==> config.mk <==
export PLATFORM = sky130hd
export DESIGN_NAME = bptc_div
export DESIGN_NICKNAME = d
export VERILOG_FILES = /design/src/design/bptc_div.sv
export SDC_FILE = /design/constraint.sdc
export NUM_CORES = 2
export LEC_CHECK = 0
export ABC_AREA = 1
export BUFFER_PORTS_ARGS = -buffer_cell sky130_fd_sc_hd__buf_2
export CORE_MARGIN = 10
export CORE_UTILIZATION = 53
export CTS_CLUSTER_SIZE = 10
export DETAILED_ROUTE_END_ITERATION = 6
export PLACE_DENSITY = 0.69
export SLEW_MARGIN = 20
export SYNTH_ARGS = -nofsm -noshare
export SYNTH_HDL_FRONTEND = slang
export SYNTH_SLANG_ARGS = --single-unit
==> constraint.sdc <==
create_clock -name clock -period 3.21 [get_ports clock]
set_input_delay 0.4815 -clock clock [delete_from_list [all_inputs] [get_ports clock]]
set_output_delay 0.4815 -clock clock [all_outputs]
set_load 0.02 [all_outputs]
==> src/design/bptc_div.sv <==
// Pipelined unsigned restoring divider, one quotient bit per register stage.
module bptc_div #(
   parameter int NW = 32,
   parameter int DW = 17,
   parameter int SW = 1
) (
   input  logic          clock,
   input  logic          reset,
   input  logic          in_valid,
   input  logic [NW-1:0] in_num,
   input  logic [DW-1:0] in_den,
   input  logic [SW-1:0] in_side,
   output logic          out_valid,
   output logic [NW-1:0] out_quo,
   output logic [SW-1:0] out_side
);

   logic          vld_ff  [NW];
   logic [DW-1:0] rem_ff  [NW];
   logic [NW-1:0] nq_ff   [NW];
   logic [DW-1:0] den_ff  [NW];
   logic [SW-1:0] side_ff [NW];

   for (genvar i = 0; i < NW; i++) begin : g_stage
      logic          vld_src;
      logic [DW-1:0] rem_src;
      logic [NW-1:0] nq_src;
      logic [DW-1:0] den_src;
      logic [SW-1:0] side_src;
      logic [DW:0]   trial;
      logic          ge;
      logic [DW-1:0] rem_in;
      logic [NW-1:0] nq_in;

      if (i == 0) begin : g_first
         assign vld_src  = in_valid;
         assign rem_src  = '0;
         assign nq_src   = in_num;
         assign den_src  = in_den;
         assign side_src = in_side;
      end else begin : g_next
         assign vld_src  = vld_ff[i-1];
         assign rem_src  = rem_ff[i-1];
         assign nq_src   = nq_ff[i-1];
         assign den_src  = den_ff[i-1];
         assign side_src = side_ff[i-1];
      end

      // shift in the next numerator bit, subtract where it fits
      assign trial  = {rem_src, nq_src[NW-1]};
      assign ge     = trial >= {1'b0, den_src};
      assign rem_in = ge ? DW'(trial - {1'b0, den_src}) : trial[DW-1:0];
      assign nq_in  = {nq_src[NW-2:0], ge};

      always_ff @(posedge clock) begin
         if (reset) begin
            vld_ff[i] <= 1'b0;
         end else begin
            vld_ff[i] <= vld_src;
         end
         rem_ff[i]  <= rem_in;
         nq_ff[i]   <= nq_in;
         den_ff[i]  <= den_src;
         side_ff[i] <= side_src;
      end
   end

   assign out_valid = vld_ff[NW-1];
   assign out_quo   = nq_ff[NW-1];
   assign out_side  = side_ff[NW-1];

endmodule

==> run_results.csv <==
group,metric,value,unit
grt,grt_use_total,21.1,%
drt,drtIter0Drc,4597,
synthesis,yosysUniqueCellTypes,45,
power,powerDensity,925,nW/µm²
clock_tree,cts_max_level,5,
floorplanning,dieWidth,425,µm
grt,grt_max_degree,33,
cells_and_area,layout.cells.non_filler,13700,
power,p_leak,53.7,nW
status,outcome,"finished, final reports clean",
timing,finalSetupViolCount,0,
grt,grt_pass1_wl,316000,µm
drt,drc,0,
floorplanning,die_h,425,µm
clock_tree,cts_buffers,274,
drt,dr_total_vias,65800,
floorplanning,core-area,163000,µm²
synthesis,syn-instance-count,11100,
cells_and_area,drive_gt1_share,6.29,%
synthesis,ys_seq_area_share,49.3,%
power,internal_power,0.0578,W
drt,wl_per_cell,14.2,µm
drt,drtPass1Iterations,6,
setup_path,crit_fanout,18,
setup_path,critPathBufInv,1,
synthesis,synthesis.area,86900,µm²
place,gp_congestion,0.923,
timing,max_freq,402,MHz
setup_path,worst_ep_arrival_time,3.23,ns
synthesis,yosysTopAreaCellShare,49.3,%
run,maxCapViolations,0,
setup_path,slowest_stage,"dfxtp_1",
place,portBuffers,86,
clock_tree,clk_pin_slew,0.05,ns
setup_path,path_delay_family,"simple AND/OR/NAND/NOR gates",
cells_and_area,final_util,59.8,%
clock_tree,root_buffer,"clkbuf_16",
timing,slew_viol_final,0,
synthesis,synthTopCellsByArea,"dfxtp_1 49%, nand2_1 17%, inv_1 9.0%",
power,p_sw,0.0323,W
grt,grt_most_used_layer,"met2",
drt,postRouteAntennaNets,0,
drt,drt_wl_total,194000,µm
cells_and_area,nets,12000,
drt,routed_via_density,4.81,
floorplanning,start_util,53.4,%
clock_tree,cts.sinks,2142,
synthesis,async_flop_share,0,%
grt,grt-ovfl-total,0,
place,dp.cells,13300,
grt,met3_usage,3.41,%
synthesis,synth-seq-cells,2142,
synthesis,synth_area_leader_cell,"dfxtp_1",
synthesis,synth_ff_type,"dfxtp_1",
worst_hold_path,hp-class,"in2reg",
grt,antenna_found_initial,1,
timing,slew_headroom,42.7,%
synthesis,syn_nets,11700,
grt,use_met2,33.7,%
timing,max_slew.worst_pin.slew,0.856,ns
setup_path,required,3.95,ns
cells_and_area,area_growth,12.1,%
clock_tree,cts_tree,"done",
timing,period_needed,2.49,ns
clock_tree,clk_path_buf_depth,4,
synthesis,synth_edf_count,0,
cells_and_area,layout_commonest_cell,"nand2_1",
floorplanning,io_pins,87,
timing,hold_ws,0.215,ns
cells_and_area,final_cell_mix,"3876 x nand2_1, 2142 x dfxtp_1, 2080 x inv_1",
setup_path,cpPeakStageDelay,0.44,ns
power,seqPwrFrac,37.7,%
power,swShare,35.9,%
setup_path,path_cells,"ha_1, inv_1, fa_1, nand2_1, nand2_1, nand3b_1, nand2_2, nand2_1, nand2_2, nand2_4, nand2_4, nand2_1, nand2_1",
synthesis,avgSynthCellArea,7.83,µm²
place,hpwl,148000,µm
timing,clock_skew,0.0411,ns
timing,post-route-period-util,77.6,%
power,clock_power_share,29.3,%
timing,setup_tns,0,ns
setup_path,crit_top_cell,"nand2_1",
grt,grt_use_met1,29.1,%
power,ir_drop,0.709,mV
power,combPwrFrac,33.0,%
synthesis,ys_warn_count,0,
timing,hold_violations,0,
floorplanning,dieArea,181000,µm²
timing,rsz0062_at_grt,"false",
clock_tree,insertion_delay,0.91,ns
floorplanning,row_count,148,
grt,grt_pass1_vias,62700,
setup_path,endpoint_kind,"flop",
setup_path,start_kind,"flop",
setup_path,critPathKind,"reg2reg",
-- per-layer routing --
metal	routed length (µm)	vias to the layer above	part of all wire [%]
met3	11700	356	6.0
met1	91700	29500	47
met5	0	-	0
met2	85500	1797	44
met4	5120	0	2.6
li1	-	34100	-
-- layout make-up --
class,count,area [µm²]
fill,14700,65500
sequential,2142,42900
multi-input combinational,6772,35400
inverter,2085,7830
clock buffer,328,7480
tap,2175,2720
timing repair buffer,147,1020
clock inverter,17,164
antenna,2,5.00
-- cells by family after synthesis --
logic type      share of synthesized area (%)
xor+xnor                                 2.13
flops                                    49.3
compound gates                           1.94
buf+inv                                  9.99
fa+ha+maj                                8.30
simple gates                             28.3
-- power groups by stage --
stage | logic (W) | clock network (W) | registers [W]
after floorplan | 0.0231 | 0 | 0.0334
after global placement | 0.0287 | 0 | 0.0346
after detailed placement | 0.0292 | 0 | 0.0346
after CTS | 0.0295 | 0.0272 | 0.0341
after global routing | 0.0341 | 0.0283 | 0.0344
final | 0.0298 | 0.0264 | 0.0340
-- sequential cells by signal, summed over array words and instances (netlist names) --
register / count
rem_ff: 527
side_ff: 32
den_ff: 527
nq_ff: 1024
vld_ff: 32
-- synth_stat cells, types with 28 or more instances --
master and count:
buf_6 28, ha_1 529, xor2_1 181, xnor2_1 30
nand2_4 57, nand4_1 55, nor2_2 37, nand2_1 3876
fa_1 30, dfxtp_1 2142, nor3_1 36, nand2_2 124
nor2_4 29, buf_4 50, and2_1 42, nor2_1 413
or2_1 29, nand3_1 883, inv_1 2080, a21oi_1 279
-- worst reg2reg max path, stage by stage (launching register included) --
cell and delay (ns):
dfxtp_1 0.44, ha_1 0.19, inv_1 0.06, fa_1 0.41, nand2_1 0.09, nand2_1 0.09, nand3b_1 0.12, nand2_2 0.08
nand2_1 0.13, nand2_2 0.09, nand2_4 0.21, nand2_4 0.20, nand2_1 0.12, nand2_1 0.10
-- metrics by stage --
step / instance area (µm²) / power, W / setup WS (ns)
floorplan: 86900 / 0.0565 / 1.33
global route: 97500 / 0.0967 / 0.593
CTS: 97500 / 0.0907 / 0.780
finish: 97500 / 0.0902 / 0.720
detailed placement: 89300 / 0.0638 / 0.786
global placement: 89300 / 0.0633 / 0.810
-- path summary, 6_finish.rpt --
kind	startpoint	to	slack [ns]	cells after the start
max	den_ff[1][51]$_DFF_P_	rem_ff[1][78]$_DFF_P_	0.72	13
min	in_num[18]	nq_ff[0][19]$_DFF_P_	0.22	2
max reg2reg	den_ff[1][51]$_DFF_P_	rem_ff[1][78]$_DFF_P_	0.72	13
min reg2reg	nq_ff[0][85]$_DFF_P_	nq_ff[0][118]$_DFF_P_	0.30	0
-- timing repair --
item,CTS,global route
endpoints found under the hold margin,59,0
resized for setup,0,0
hold buffers,52,0
buffers inserted,0,0
Power figures use the tool's default switching activity.
