===== src/design/bptc_pkg.sv =====
// Shared types, widths and constants of the barometer compensation pipeline.
package bptc_pkg;

   typedef enum logic [2:0] {
      CSR_AC1_AC2 = 3'd0,
      CSR_AC3     = 3'd1,
      CSR_AC4     = 3'd2,
      CSR_AC5     = 3'd3,
      CSR_AC6     = 3'd4,
      CSR_B1_B2   = 3'd5,
      CSR_MC      = 3'd6,
      CSR_MD      = 3'd7
   } csr_index_type;

   localparam int CSR_DW = 32;

   typedef struct packed {
      logic [15:0] raw_temperature;
      logic [15:0] raw_pressure;
   } req_type;

   typedef struct packed {
      logic signed [15:0] temperature_tenths;
      logic [19:0]        pressure_pa;
      logic               divide_fault;
   } rsp_type;

   typedef struct packed {
      logic signed [15:0] ac1;
      logic signed [15:0] ac2;
      logic signed [15:0] ac3;
      logic [15:0]        ac4;
      logic [15:0]        ac5;
      logic [15:0]        ac6;
      logic signed [15:0] b1;
      logic signed [15:0] b2;
      logic signed [15:0] mc;
      logic signed [15:0] md;
   } cal_type;

   // divider shapes: temperature divide (27 / 20 bit), pressure divide (32 / 17 bit)
   localparam int DIV1_NW = 27;
   localparam int DIV1_DW = 20;
   localparam int DIV2_NW = 32;
   localparam int DIV2_DW = 17;

   typedef struct packed {
      logic               neg;
      logic               fault;
      logic signed [18:0] x1;
      logic [15:0]        up;
   } td_side_type;

   typedef struct packed {
      logic               dbl;
      logic               fault;
      logic signed [15:0] temp;
   } pd_side_type;

   localparam int TD_SIDE_W = $bits(td_side_type);
   localparam int PD_SIDE_W = $bits(pd_side_type);

   localparam int FRONT_STAGES = 3;
   localparam int MID_STAGES   = 10;
   localparam int BACK_STAGES  = 5;
   localparam int LATENCY = FRONT_STAGES + DIV1_NW + MID_STAGES + DIV2_NW + BACK_STAGES;

   localparam int                 C_B6_OFFSET = 4000;
   localparam logic [31:0]        C_X3_BIAS   = 32'd32768;
   localparam logic [15:0]        C_B7_SCALE  = 16'd50000;
   localparam logic [11:0]        C_P_K1      = 12'd3038;
   localparam logic [12:0]        C_P_K2      = 13'd7357;
   localparam logic signed [12:0] C_P_K3      = 13'sd3791;
   localparam logic [19:0]        PRESS_MAX   = 20'd1048575;

   localparam logic [31:0]        RST_AC1_AC2 = 32'd26804152;
   localparam logic signed [15:0] RST_AC3     = -16'sd14383;
   localparam logic [15:0]        RST_AC4     = 16'd32741;
   localparam logic [15:0]        RST_AC5     = 16'd32757;
   localparam logic [15:0]        RST_AC6     = 16'd23153;
   localparam logic [31:0]        RST_B1_B2   = 32'd405667844;
   localparam logic signed [15:0] RST_MC      = -16'sd8711;
   localparam logic signed [15:0] RST_MD      = 16'sd2868;

endpackage


===== src/design/bptc_back.sv =====
// Pressure back end: quadratic correction, clamping and the result register.
module bptc_back (
   input  logic                               clock,
   input  logic                               reset,
   input  logic                               in_valid,
   input  logic [bptc_pkg::DIV2_NW-1:0]       in_quo,
   input  bptc_pkg::pd_side_type              in_side,
   output logic                               out_valid,
   output bptc_pkg::rsp_type                  out_item
);
   import bptc_pkg::*;

   localparam int NC = BACK_STAGES - 1;

   logic               vld_ff [BACK_STAGES];
   pd_side_type        c_ff   [NC];
   logic [31:0]        p_ff   [NC];
   logic [31:0]        p_in;
   logic [47:0]        m_ff, m_in;
   logic [44:0]        y_ff [2];
   logic [44:0]        y_in;
   logic [35:0]        mh3_ff, mh3_in, ml3_ff, ml3_in;
   logic signed [45:0] s_ff, s_in;
   rsp_type            item_ff, item_in;

   always_comb begin
      logic [59:0]        x1f;
      logic signed [45:0] x2;
      logic signed [46:0] pn;

      // B1: undo the halving trick of the divide
      p_in   = in_side.dbl ? {in_quo[30:0], 1'b0} : in_quo;
      // B2: (p >> 8) squared and the linear term
      m_in   = 48'(p_ff[0][31:8]) * 48'(p_ff[0][31:8]);
      y_in   = 45'(p_ff[0]) * 45'(C_P_K2);
      // B3: square times its coefficient, in two halves
      mh3_in = 36'(m_ff[47:24]) * 36'(C_P_K1);
      ml3_in = 36'(m_ff[23:0]) * 36'(C_P_K1);
      // B4: correction sum
      x1f    = (60'(mh3_ff) << 24) + 60'(ml3_ff);
      x2     = (-$signed(46'(y_ff[1]))) >>> 16;
      s_in   = $signed(46'(x1f[59:16])) + x2 + 46'(C_P_K3);
      // B5: apply, clamp, zero on fault
      pn     = $signed(47'(p_ff[NC-1])) + 47'(s_ff >>> 4);
      item_in.divide_fault = c_ff[NC-1].fault;
      if (c_ff[NC-1].fault) begin
         item_in.temperature_tenths = '0;
         item_in.pressure_pa        = '0;
      end else begin
         item_in.temperature_tenths = c_ff[NC-1].temp;
         if (pn < 47'sd0) begin
            item_in.pressure_pa = '0;
         end else if (pn > $signed(47'(PRESS_MAX))) begin
            item_in.pressure_pa = PRESS_MAX;
         end else begin
            item_in.pressure_pa = pn[19:0];
         end
      end
   end

   always_ff @(posedge clock) begin
      if (reset) begin
         for (int k = 0; k < BACK_STAGES; k++) begin
            vld_ff[k] <= 1'b0;
         end
      end else begin
         vld_ff[0] <= in_valid;
         for (int k = 1; k < BACK_STAGES; k++) begin
            vld_ff[k] <= vld_ff[k-1];
         end
      end
      c_ff[0] <= in_side;
      p_ff[0] <= p_in;
      for (int k = 1; k < NC; k++) begin
         c_ff[k] <= c_ff[k-1];
         p_ff[k] <= p_ff[k-1];
      end
      m_ff    <= m_in;
      y_ff[0] <= y_in;
      y_ff[1] <= y_ff[0];
      mh3_ff  <= mh3_in;
      ml3_ff  <= ml3_in;
      s_ff    <= s_in;
      item_ff <= item_in;
   end

   assign out_valid = vld_ff[BACK_STAGES-1];
   assign out_item  = item_ff;

endmodule


===== config.mk =====
export PLATFORM = sky130hd
export DESIGN_NAME = bptc_back
export DESIGN_NICKNAME = d
export VERILOG_FILES = /design/src/design/bptc_pkg.sv /design/src/design/bptc_back.sv
export SDC_FILE = /design/constraint.sdc
export NUM_CORES = 2
export LEC_CHECK = 0
export BUFFER_PORTS_ARGS = -buffer_cell sky130_fd_sc_hd__buf_2
export CAP_MARGIN = 20
export CORE_ASPECT_RATIO = 1.25
export CORE_MARGIN = 2
export CORE_UTILIZATION = 40
export CTS_BUF_LIST = sky130_fd_sc_hd__clkbuf_4
export CTS_CLUSTER_SIZE = 28
export DETAILED_ROUTE_END_ITERATION = 12
export PLACE_DENSITY = 0.54
export SYNTH_ARGS = -nofsm -noshare
export SYNTH_HDL_FRONTEND = slang
export SYNTH_SLANG_ARGS = --single-unit

===== constraint.sdc =====
create_clock -name clock -period 14 [get_ports clock]
set_input_delay 2.1 -clock clock [delete_from_list [all_inputs] [get_ports clock]]
set_output_delay 2.1 -clock clock [all_outputs]
set_load 0.005 [all_outputs]

==> flow_metrics.py <==
metrics = {
    "placed_design": {
        "placed_cell_area_um2": 54720,
        "portBuffers": 90,
        "globalplace.congestion": 0.8939,
        "hpwl_um": 104100,
        "placedCellCount": 6897,
    },
    "global_routing": {
        "grt_max_degree": 33,
        "grt_overflow": 0,
        "antenna_found_initial": 4,
        "grt_pass1_wl_um": 200100,
        "grt_pass1_vias": 36870,
        "gr-usage-all-layers_pct": 19.21,
    },
    "route": {
        "first_iter_violations": 1577,
        "drtAntennaViolNets": 0,
        "dr_wl_met2_um": 65570,
        "post_drt_wl_per_cell_um": 17.49,
        "drc": 0,
        "vias": 34060,
        "wl_met3_um": 3484,
        "dr.pass1.iters": 5,
        "dr.max_layer_used": "met5",
        "wl_met1_um": 51920,
        "avgViaCountPerCell": 4.788,
        "finalWirelength_um": 124400,
    },
    "die": {
        "coreArea_um2": 129800,
        "io_pins": 91,
        "dieArea_um2": 133300,
        "die_h_um": 407.7,
        "start_util_pct": 40.17,
        "num_rows": 148,
        "dieWidth_um": 326.9,
    },
    "min_path": {
        "holdPathEnd": "p_ff[3][25]",
        "min_path_cells": 0,
        "hold_class": "flip-flop to flip-flop",
        "hp-start": "p_ff[2][25]",
    },
    "run_status": {
        "outcome": "finished, final reports clean",
    },
    "worst_setup_path": {
        "cp.required_ns": 14.85,
        "crit-reg2reg-capture": "m_ff[47]",
        "start_kind": "flip-flop",
        "reg2regPathDepth": 23,
        "crit_chain": "clkinv_1, nor2_1, inv_1, fa_1, inv_1, fa_1, fa_1, fa_1, fa_1, fa_1, inv_1, fa_1, inv_1, ha_1, o21a_1, or4_1, a2111oi_4, nor2_1, o211a_1, o31a_1, and3_1, a211oi_2, xnor2_1",
        "crit_top_cell": "fa_1",
        "critPathKind": "flip-flop to flip-flop",
        "rrSetupSlack_ns": 5.12,
        "r2r-start": "p_ff[0][31]",
        "worstPathArrival_ns": 9.73,
        "cpPeakStageDelay_ns": 0.82,
        "endpoint_kind": "flip-flop",
        "setup.worst_path.start": "p_ff[0][31]",
        "critPathMaxFanout": 18,
        "cp_slowest_cell": "clkinv_1",
    },
    "clock_tree": {
        "cts_setup_buffers": 0,
        "htreeDepth": 3,
        "path_clk_slew_ns": 0.07,
        "cts_hold_buf": 0,
        "cts.root.buffer_cell": "clkbuf_4",
        "clock_path_buffers": 3,
        "post_cts_resized": 0,
        "cts_made_buffers": 116,
        "tritoncts": "done",
        "clock-sinks": 467,
        "clk_latency_ns": 1.02,
    },
    "finish": {
        "layout.cells.non_filler": 7113,
        "nNetsFinal": 6934,
        "drive_above_1_share_pct": 7.601,
        "fin_util_pct": 43.44,
        "register_area_um2": 9350,
        "syn_to_final_growth_pct": 8.159,
        "fillCellCount": 12670,
        "design_area_um2": 56400,
        "multi_input_area_um2": 37610,
    },
    "timing": {
        "fin_skew_ns": 0.09799,
        "period_share_pct": 63.46,
        "finalHoldViolCount": 0,
        "setup_viol": 0,
        "tns_ns": 0,
        "worstMarginPinSlew_ns": 1.148,
        "rsz0062_at_grt": "false",
        "finalMaxSlewViolations": 0,
        "relSlewSlack_pct": 23.41,
        "fin_crit_ns": 8.884,
        "max_freq_mhz": 112.6,
    },
    "synthesis": {
        "yosys_warnings": 0,
        "synthCells": 5126,
        "syn_area_um2": 52140,
        "ys_ff_latch": 467,
        "async_flop_share_pct": 0,
        "synth-main-ff-cell": "dfxtp_1",
        "synth-edff-count": 0,
        "avgSynthCellArea_um2": 10.17,
        "synth-seq-area-share_pct": 17.93,
        "yosysUniqueCellTypes": 94,
    },
    "run": {
        "max_cap_violations": 0,
    },
}
==> layout make-up <==
| cell class | count | share of cell area [%] |
|---|---|---|
| Antenna cell | 7 | 0.03106 |
| Multi-Input combinational cell | 3278 | 66.69 |
| Clock buffer | 157 | 2.090 |
| Sequential cell | 467 | 16.58 |
| Clock inverter | 52 | 0.8453 |
| Timing Repair Buffer | 121 | 1.247 |
| Tap cell | 1725 | 3.827 |
| Inverter | 1306 | 8.693 |
==> critical path: cells and delay by family, from the launching register on <==
kind / cells / cell delay (ns)
buffers and inverters: 5 / 1.06
AOI/OAI and AO/OA: 5 / 1.55
adders and majority gates: 8 / 4.01
xor gates and xnor gates: 1 / 0.09
DFF: 1 / 0.80
and+or+nand+nor: 4 / 1.17
==> cells in the mapped netlist (all sizes together) (12+ instances only) <==
library cell,n,area share (%)
nor3,30,0.30
o21bai,34,0.49
or3,15,0.18
a41oi,25,0.71
nor4,12,0.22
nand2,239,1.7
nand3,44,0.43
nor2,239,1.7
and3,32,0.39
nand2b,28,0.34
a21o,98,1.4
inv,1299,9.4
a211oi,21,0.35
o21a,35,0.50
buf,13,0.13
and2,14,0.17
mux2,33,0.71
nor2b,56,0.67
o21ai,93,0.92
a21oi,179,1.7
fa,924,35
dfxtp,467,18
nand4,24,0.30
clkbuf,64,0.46
xnor2,160,2.7
xor2,93,1.6
ha,667,16
a31oi,18,0.24
==> flip-flops by register name, summed over array words and instances (netlist names), 20 cells and up <==
register,cells
p_ff,127
y_ff,86
mh3_ff,35
s_ff,42
m_ff,47
ml3_ff,20
c_ff,68
out_item,37
==> layout by cell type (no fill, tap or decap), types with 93 or more instances in the layout <==
master / synthesis / final
a21o_1: 97 / 97
a21oi_1: 178 / 177
clkbuf_4: 0 / 157
dfxtp_1: 467 / 466
fa_1: 924 / 924
ha_1: 667 / 667
inv_1: 1296 / 1296
nand2_1: 239 / 239
nor2_1: 239 / 239
xnor2_1: 160 / 159
xor2_1: 93 / 93
==> metrics by stage <==
stage / hold slack, ns / setup WS (ns)
4_1_cts: 0.2964 / 5.119
3_3_place_gp: 0.3096 / 5.267
6_report: 0.3166 / 5.116
3_5_place_dp: 0.3121 / 5.195
5_1_grt: 0.3086 / 4.711
2_1_floorplan: 0.3096 / 6.375
==> logic make-up after synthesis <==
family / synth area share, %
fa+ha+maj: 51.48
buf+inv: 9.995
simple gates: 7.014
compound gates: 8.437
flops: 17.93
xor+xnor: 4.250
mux: 0.8855
other cells: 0.007192
==> routing by layer <==
| metal | track usage [%] | vias up |
|---|---|---|
| li1 | - | 16370 |
| met1 | 23.51 | 17000 |
| met2 | 35.05 | 527 |
| met3 | 2.145 | 163 |
| met4 | 6.042 | 2 |
| met5 | 0 | - |
==> how the worst max path moves through the flow <==
stage	end	slack, ns
2_1_floorplan	m_ff[47]	6.38
3_3_place_gp	m_ff[45]	5.27
3_5_place_dp	m_ff[45]	5.19
4_1_cts	m_ff[47]	5.12
5_1_grt	m_ff[46]	4.71
6_report	m_ff[47]	5.12
Power is not shown: default switching activity piles up to over one toggle a cycle in this logic, so the estimate is an artifact.
