===== src/design/bptc_pkg.sv =====
// Shared types, widths and constants of the barometer compensation pipeline.
package bptc_pkg;

   typedef enum logic [2:0] {
      CSR_AC1_AC2 = 3'd0,
      CSR_AC3     = 3'd1,
      CSR_AC4     = 3'd2,
      CSR_AC5     = 3'd3,
      CSR_AC6     = 3'd4,
      CSR_B1_B2   = 3'd5,
      CSR_MC      = 3'd6,
      CSR_MD      = 3'd7
   } csr_index_type;

   localparam int CSR_DW = 32;

   typedef struct packed {
      logic [15:0] raw_temperature;
      logic [15:0] raw_pressure;
   } req_type;

   typedef struct packed {
      logic signed [15:0] temperature_tenths;
      logic [19:0]        pressure_pa;
      logic               divide_fault;
   } rsp_type;

   typedef struct packed {
      logic signed [15:0] ac1;
      logic signed [15:0] ac2;
      logic signed [15:0] ac3;
      logic [15:0]        ac4;
      logic [15:0]        ac5;
      logic [15:0]        ac6;
      logic signed [15:0] b1;
      logic signed [15:0] b2;
      logic signed [15:0] mc;
      logic signed [15:0] md;
   } cal_type;

   // divider shapes: temperature divide (27 / 20 bit), pressure divide (32 / 17 bit)
   localparam int DIV1_NW = 27;
   localparam int DIV1_DW = 20;
   localparam int DIV2_NW = 32;
   localparam int DIV2_DW = 17;

   typedef struct packed {
      logic               neg;
      logic               fault;
      logic signed [18:0] x1;
      logic [15:0]        up;
   } td_side_type;

   typedef struct packed {
      logic               dbl;
      logic               fault;
      logic signed [15:0] temp;
   } pd_side_type;

   localparam int TD_SIDE_W = $bits(td_side_type);
   localparam int PD_SIDE_W = $bits(pd_side_type);

   localparam int FRONT_STAGES = 3;
   localparam int MID_STAGES   = 10;
   localparam int BACK_STAGES  = 5;
   localparam int LATENCY = FRONT_STAGES + DIV1_NW + MID_STAGES + DIV2_NW + BACK_STAGES;

   localparam int                 C_B6_OFFSET = 4000;
   localparam logic [31:0]        C_X3_BIAS   = 32'd32768;
   localparam logic [15:0]        C_B7_SCALE  = 16'd50000;
   localparam logic [11:0]        C_P_K1      = 12'd3038;
   localparam logic [12:0]        C_P_K2      = 13'd7357;
   localparam logic signed [12:0] C_P_K3      = 13'sd3791;
   localparam logic [19:0]        PRESS_MAX   = 20'd1048575;

   localparam logic [31:0]        RST_AC1_AC2 = 32'd26804152;
   localparam logic signed [15:0] RST_AC3     = -16'sd14383;
   localparam logic [15:0]        RST_AC4     = 16'd32741;
   localparam logic [15:0]        RST_AC5     = 16'd32757;
   localparam logic [15:0]        RST_AC6     = 16'd23153;
   localparam logic [31:0]        RST_B1_B2   = 32'd405667844;
   localparam logic signed [15:0] RST_MC      = -16'sd8711;
   localparam logic signed [15:0] RST_MD      = 16'sd2868;

endpackage


===== src/design/bptc_front.sv =====
// Temperature front end: raw offset, gain product and divide operand setup.
module bptc_front (
   input  logic                               clock,
   input  logic                               reset,
   input  logic                               in_valid,
   input  bptc_pkg::req_type                  in_item,
   input  bptc_pkg::cal_type                  cal,
   output logic                               out_valid,
   output logic [bptc_pkg::DIV1_NW-1:0]       out_num,
   output logic [bptc_pkg::DIV1_DW-1:0]       out_den,
   output bptc_pkg::td_side_type              out_side
);
   import bptc_pkg::*;

   logic                  v1_ff, v2_ff, v3_ff;
   logic signed [16:0]    d_ff, d_in;
   logic [15:0]           up1_ff, up2_ff;
   logic signed [33:0]    prod_ff, prod_in;
   logic [DIV1_NW-1:0]    num_ff, num_in;
   logic [DIV1_DW-1:0]    den_ff, den_in;
   td_side_type           side_ff, side_in;

   always_comb begin
      logic signed [18:0]         x1;
      logic signed [DIV1_DW-1:0]  den_s;
      logic signed [DIV1_NW-1:0]  num_s;
      d_in    = $signed({1'b0, in_item.raw_temperature}) - $signed({1'b0, cal.ac6});
      prod_in = 34'(d_ff) * 34'($signed({1'b0, cal.ac5}));
      x1      = 19'(prod_ff >>> 15);
      den_s   = DIV1_DW'(x1) + DIV1_DW'(cal.md);
      num_s   = DIV1_NW'(cal.mc) <<< 11;
      // divide magnitudes, restore sign afterwards
      num_in  = num_s[DIV1_NW-1] ? DIV1_NW'(-num_s) : DIV1_NW'(num_s);
      den_in  = den_s[DIV1_DW-1] ? DIV1_DW'(-den_s) : DIV1_DW'(den_s);
      side_in.neg   = num_s[DIV1_NW-1] ^ den_s[DIV1_DW-1];
      side_in.fault = (den_s == '0);
      side_in.x1    = x1;
      side_in.up    = up2_ff;
   end

   always_ff @(posedge clock) begin
      if (reset) begin
         v1_ff <= 1'b0;
         v2_ff <= 1'b0;
         v3_ff <= 1'b0;
      end else begin
         v1_ff <= in_valid;
         v2_ff <= v1_ff;
         v3_ff <= v2_ff;
      end
      d_ff    <= d_in;
      up1_ff  <= in_item.raw_pressure;
      prod_ff <= prod_in;
      up2_ff  <= up1_ff;
      num_ff  <= num_in;
      den_ff  <= den_in;
      side_ff <= side_in;
   end

   assign out_valid = v3_ff;
   assign out_num   = num_ff;
   assign out_den   = den_ff;
   assign out_side  = side_ff;

endmodule


===== config.mk =====
export PLATFORM = sky130hd
export DESIGN_NAME = bptc_front
export DESIGN_NICKNAME = d
export VERILOG_FILES = /design/src/design/bptc_pkg.sv /design/src/design/bptc_front.sv
export SDC_FILE = /design/constraint.sdc
export NUM_CORES = 1
export LEC_CHECK = 0
export BUFFER_PORTS_ARGS = -buffer_cell sky130_fd_sc_hd__buf_2
export CAP_MARGIN = 25
export CELL_PAD_IN_SITES_DETAIL_PLACEMENT = 1
export CELL_PAD_IN_SITES_GLOBAL_PLACEMENT = 1
export CORE_MARGIN = 4
export CORE_UTILIZATION = 45
export DETAILED_ROUTE_END_ITERATION = 10
export GPL_ROUTABILITY_DRIVEN = 0
export GPL_TIMING_DRIVEN = 0
export PLACE_DENSITY_LB_ADDON = 0.1
export SLEW_MARGIN = 20
export SYNTH_ARGS = -nofsm -noshare
export SYNTH_HDL_FRONTEND = slang
export SYNTH_SLANG_ARGS = --single-unit

===== constraint.sdc =====
create_clock -name clock -period 15.8 [get_ports clock]
set_input_delay 1.58 -clock clock [delete_from_list [all_inputs] [get_ports clock]]
set_output_delay 1.58 -clock clock [all_outputs]
set_load 0.02 [all_outputs]

==> summary by stage <==
Yosys
During synthesis, Yosys emitted a total of 0 warnings. The post-synthesis cell type count is 64. The share of flip-flops with an asynchronous set or reset after synthesis is 0. After synthesis the netlist holds a flip-flop and latch count of 144. The main flop type after synthesis is dfxtp_1. The average instance area after synthesis is 9.41 um2.

Of the synthesized area, sequential elements account for 0.185. Synthesis produced a netlist whose cell count is 1,654. Summing every instance area after synthesis gives 0.0156 mm2. The count of flip-flops with a built-in enable after synthesis is 0.

Timing
The worst hold margin is 0.326 ns. The count of final setup violators is 0. The count of pins over their slew limit is 0. Setup slack closes at 7.53 ns.

The count of endpoints failing hold in the final timing report is 0. Dividing the final minimum period by the clock period gives 0.523. In this run the tightest slew margin relative to its limit is 0.432. Setup repair after global routing left no endpoint under its margin. At the pin with the least slew margin, the transition time is 0.844 ns. The setup clock skew after layout is 0.0109 ns. In the final timing run, aggregate negative setup slack is 0 ns. The worst path needs 8.27 ns of the cycle, external delays included. Derived from the worst setup path, the maximum achievable clock frequency is 121 MHz.

Outcome
The run finished with clean final reports.

Die
The floorplan step set the die height to 194 um. The die is 194 um wide. The total I/O pin count is 280. The die footprint is 0.0376 mm2. The floorplan core area is 0.0338 mm2. The floorplan has 67 rows. The effective utilization at floorplan is 0.461.

GRT
The initial antenna violation count is 0. The aggregate global-route resource usage is 0.229. In the global route stage, met3 resource usage came out at 0.0490. The wire length of the first global-routing pass is 69,100 um.

The pin count of the biggest net entering global routing is 17. The met1 usage is 0.288. For met2 alone, demand over resource in global routing was 0.401. The total congestion overflow is 0.

After global routing, the most crowded layer is met2. The number of global-route vias before repair is 13,400.

Worst setup path
The slowest library cell on the worst path is clkbuf_1. STA classifies the critical path endpoint as a flop. The longest individual stage delay on the worst path is 0.62 ns. The start point of the critical path is cal[84]. Data arrives at the worst endpoint at 8.63 ns.

The maximum net fanout on the critical path is 10. The startpoint kind of the worst setup timing path is an input pin. In this design, the critical path's most frequently occurring cell is fa_1. Traced cell by cell, the critical path runs through clkbuf_1 -> clkbuf_1 -> nand2_1 -> fa_1 -> fa_1 -> fa_1 -> inv_1 -> fa_1 -> fa_1 -> inv_1 -> fa_1 -> inv_1 -> ha_1 -> and3_1 -> a22oi_1 -> a21boi_0 -> o21ai_0 -> o21ai_0 -> nand2_1 -> a211o_1 -> a21oi_1 -> xnor2_1. The end of the critical path is prod_ff[32]. Across all register-to-register paths, the minimum setup slack is 8.39 ns. The endpoint required time on the critical path is 16.16 ns. The critical path is of the in2reg type. In this run the critical register-to-register path is launched from d_ff[16]. The capture point of the worst reg-to-reg path is prod_ff[32].

The number of cells on the worst reg-to-reg path is 21.

Finish
The number of inserted filler cells in the final layout is 4,014. The number of nets in the finished design is 2,444. The layout overhead on the synthesized area is 13.1%. The register area is 0.00288 mm2. Of the cells placed in the final design, the portion with a size suffix greater than 1 is 0.119. In the layout the commonest cells are 394 x inv_1, 279 x fa_1, 199 x nand2_1. 0 antenna diodes ended up in the layout. The most common cell after layout, fill and taps aside is inv_1. The final non-filler cell total is 2,309. The area of the multi-input gates is 0.0110 mm2.

Hold path
Along the worst hold path, the cell count comes to 0. The worst hold path belongs to the class reg2reg.

Drt
The DRC violations left is 0. In this run, the number of DRC markers left after iteration 0 of detailed routing was 481. The average routed wire per standard cell is 17.7 um. The first detailed-routing pass ran for 4 iterations. For this block, the via count after detailed routing is 11,400. The final layout contains routed wiring with a total length of 40,900 um. The count of nets left with antenna violations once routing finished came out at 0. The ratio of routed vias to standard cells is 4.94.

Clocking
The TritonCTS clock tree is built. The number of levels the H-tree was split into is 4. TritonCTS created 17 clock buffers.

The number of instances resized during post-cts repair is 0. After clock tree synthesis, the clock-pin slew on the worst setup and hold paths is 0.06 ns. In this run the deepest clock path goes through 2 buffers.

The cts-stage hold buffer count is 0. The clock drives 144 sinks. The post-CTS setup buffer count is 0. The master cell of the clock root buffer is clkbuf_16.

The later pin in the worst-skew pair is clocked with a latency of 0.44 ns.

Job
The number of maximum-capacitance constraint violations is 0.

Placement
The count of port buffers added during placement is 165. Once placement completed, the tool counted placed cells totaling 2,277. The half-perimeter wire length of the detailed placement result is 34,600 um.

Before CTS, the worst setup slack after placement is 6.98 ns.
layer usage:
| layer | wire length (um) | vias to the layer above | share of wire |
|---|---|---|---|
| li1 | - | 5344 | - |
| met1 | 17500 | 5772 | 0.43 |
| met2 | 20300 | 241 | 0.50 |
| met3 | 2230 | 49 | 0.055 |
| met4 | 863 | 0 | 0.021 |
| met5 | 0 | - | 0 |
cell type report:
cell class | instances | share of cell area
multi-input cells | 1070 | 0.624
flip-flops and latches | 144 | 0.164
inverters | 394 | 0.0841
repair buffers | 165 | 0.0469
well taps | 448 | 0.0319
clock buffers | 19 | 0.0246
plain buffers | 56 | 0.0145
clock inverters | 13 | 0.00996
Yosys cell counts, types with 3 or more instances:
| cell | instances | area share |
|---|---|---|
| o211ai_1 | 4 | 0.0019 |
| ha_1 | 122 | 0.098 |
| fa_1 | 279 | 0.36 |
| or3_1 | 12 | 0.0048 |
| nand3_1 | 9 | 0.0029 |
| o31a_1 | 3 | 0.0017 |
| nand2b_1 | 6 | 0.0024 |
| and2_1 | 112 | 0.045 |
| a21oi_1 | 33 | 0.011 |
| nand4_1 | 5 | 0.0020 |
| a21boi_0 | 6 | 0.0029 |
| a21o_1 | 12 | 0.0058 |
| buf_4 | 12 | 0.0058 |
| o21ai_0 | 25 | 0.0080 |
| o31ai_1 | 7 | 0.0034 |
| and3_1 | 11 | 0.0044 |
| xnor2_1 | 59 | 0.033 |
| nor4_1 | 3 | 0.0012 |
| nor3_1 | 19 | 0.0061 |
| a211o_1 | 3 | 0.0017 |
| clkbuf_1 | 43 | 0.010 |
| a211oi_1 | 5 | 0.0024 |
| dfxtp_1 | 144 | 0.19 |
| nor4b_1 | 3 | 0.0017 |
| o21a_1 | 9 | 0.0043 |
| nand2_1 | 199 | 0.048 |
| a2111oi_0 | 3 | 0.0017 |
| nor2_1 | 36 | 0.0087 |
| xor2_1 | 18 | 0.010 |
| inv_1 | 394 | 0.095 |
| a31oi_1 | 8 | 0.0032 |
| o21ai_1 | 4 | 0.0013 |
| o21bai_1 | 3 | 0.0014 |
| nor2b_1 | 5 | 0.0020 |
flip-flops by register name (all words and copies together) (netlist names):
| name | flops |
|---|---|
| d_ff | 17 |
| out_den | 20 |
| out_num | 16 |
| out_side | 37 |
| out_valid | 1 |
| prod_ff | 19 |
| up1_ff | 16 |
| up2_ff | 16 |
| v1_ff | 1 |
| v2_ff | 1 |
stage by stage:
step	utilization	cell area, um2
after floorplan	-	15600
after global placement	0.503	17000
after detailed placement	0.503	17000
after CTS	0.521	17600
after global routing	0.521	17600
final	0.521	17600
worst max-delay path: cells and delay by family:
| family | cells | cell delay [ns] |
|---|---|---|
| compound gates | 6 | 1.62 |
| simple gates | 3 | 0.66 |
| buf+inv | 5 | 1.24 |
| xor+xnor | 1 | 0.13 |
| fa+ha+maj | 7 | 3.39 |
worst min path at each step:
| stage | from | endpoint | slack [ns] |
|---|---|---|---|
| floorplan | up2_ff[0] | out_side[0] | 0.31 |
| global placement | up1_ff[11] | up2_ff[11] | 0.31 |
| detailed placement | up2_ff[2] | out_side[2] | 0.31 |
| CTS | up2_ff[4] | out_side[4] | 0.33 |
| global route | up2_ff[6] | out_side[6] | 0.33 |
| finish | up2_ff[4] | out_side[4] | 0.33 |
kinds of logic (layout without fill, tap and decap cells):
| kind of cell | Yosys count | after routing | share of synthesized area |
|---|---|---|---|
| and+or+nand+nor | 436 | 436 | 0.138 |
| DFF | 144 | 144 | 0.185 |
| buffers and inverters | 450 | 647 | 0.111 |
| other | 1 | 11 | 0.000241 |
| xor gates and xnor gates | 77 | 77 | 0.0433 |
| adders and majority gates | 401 | 401 | 0.457 |
| AOI/OAI and AO/OA | 145 | 145 | 0.0649 |
Power is left out: the tool's default activity adds up to more than one toggle a clock period on the data nets, which glitch-free logic cannot reach.
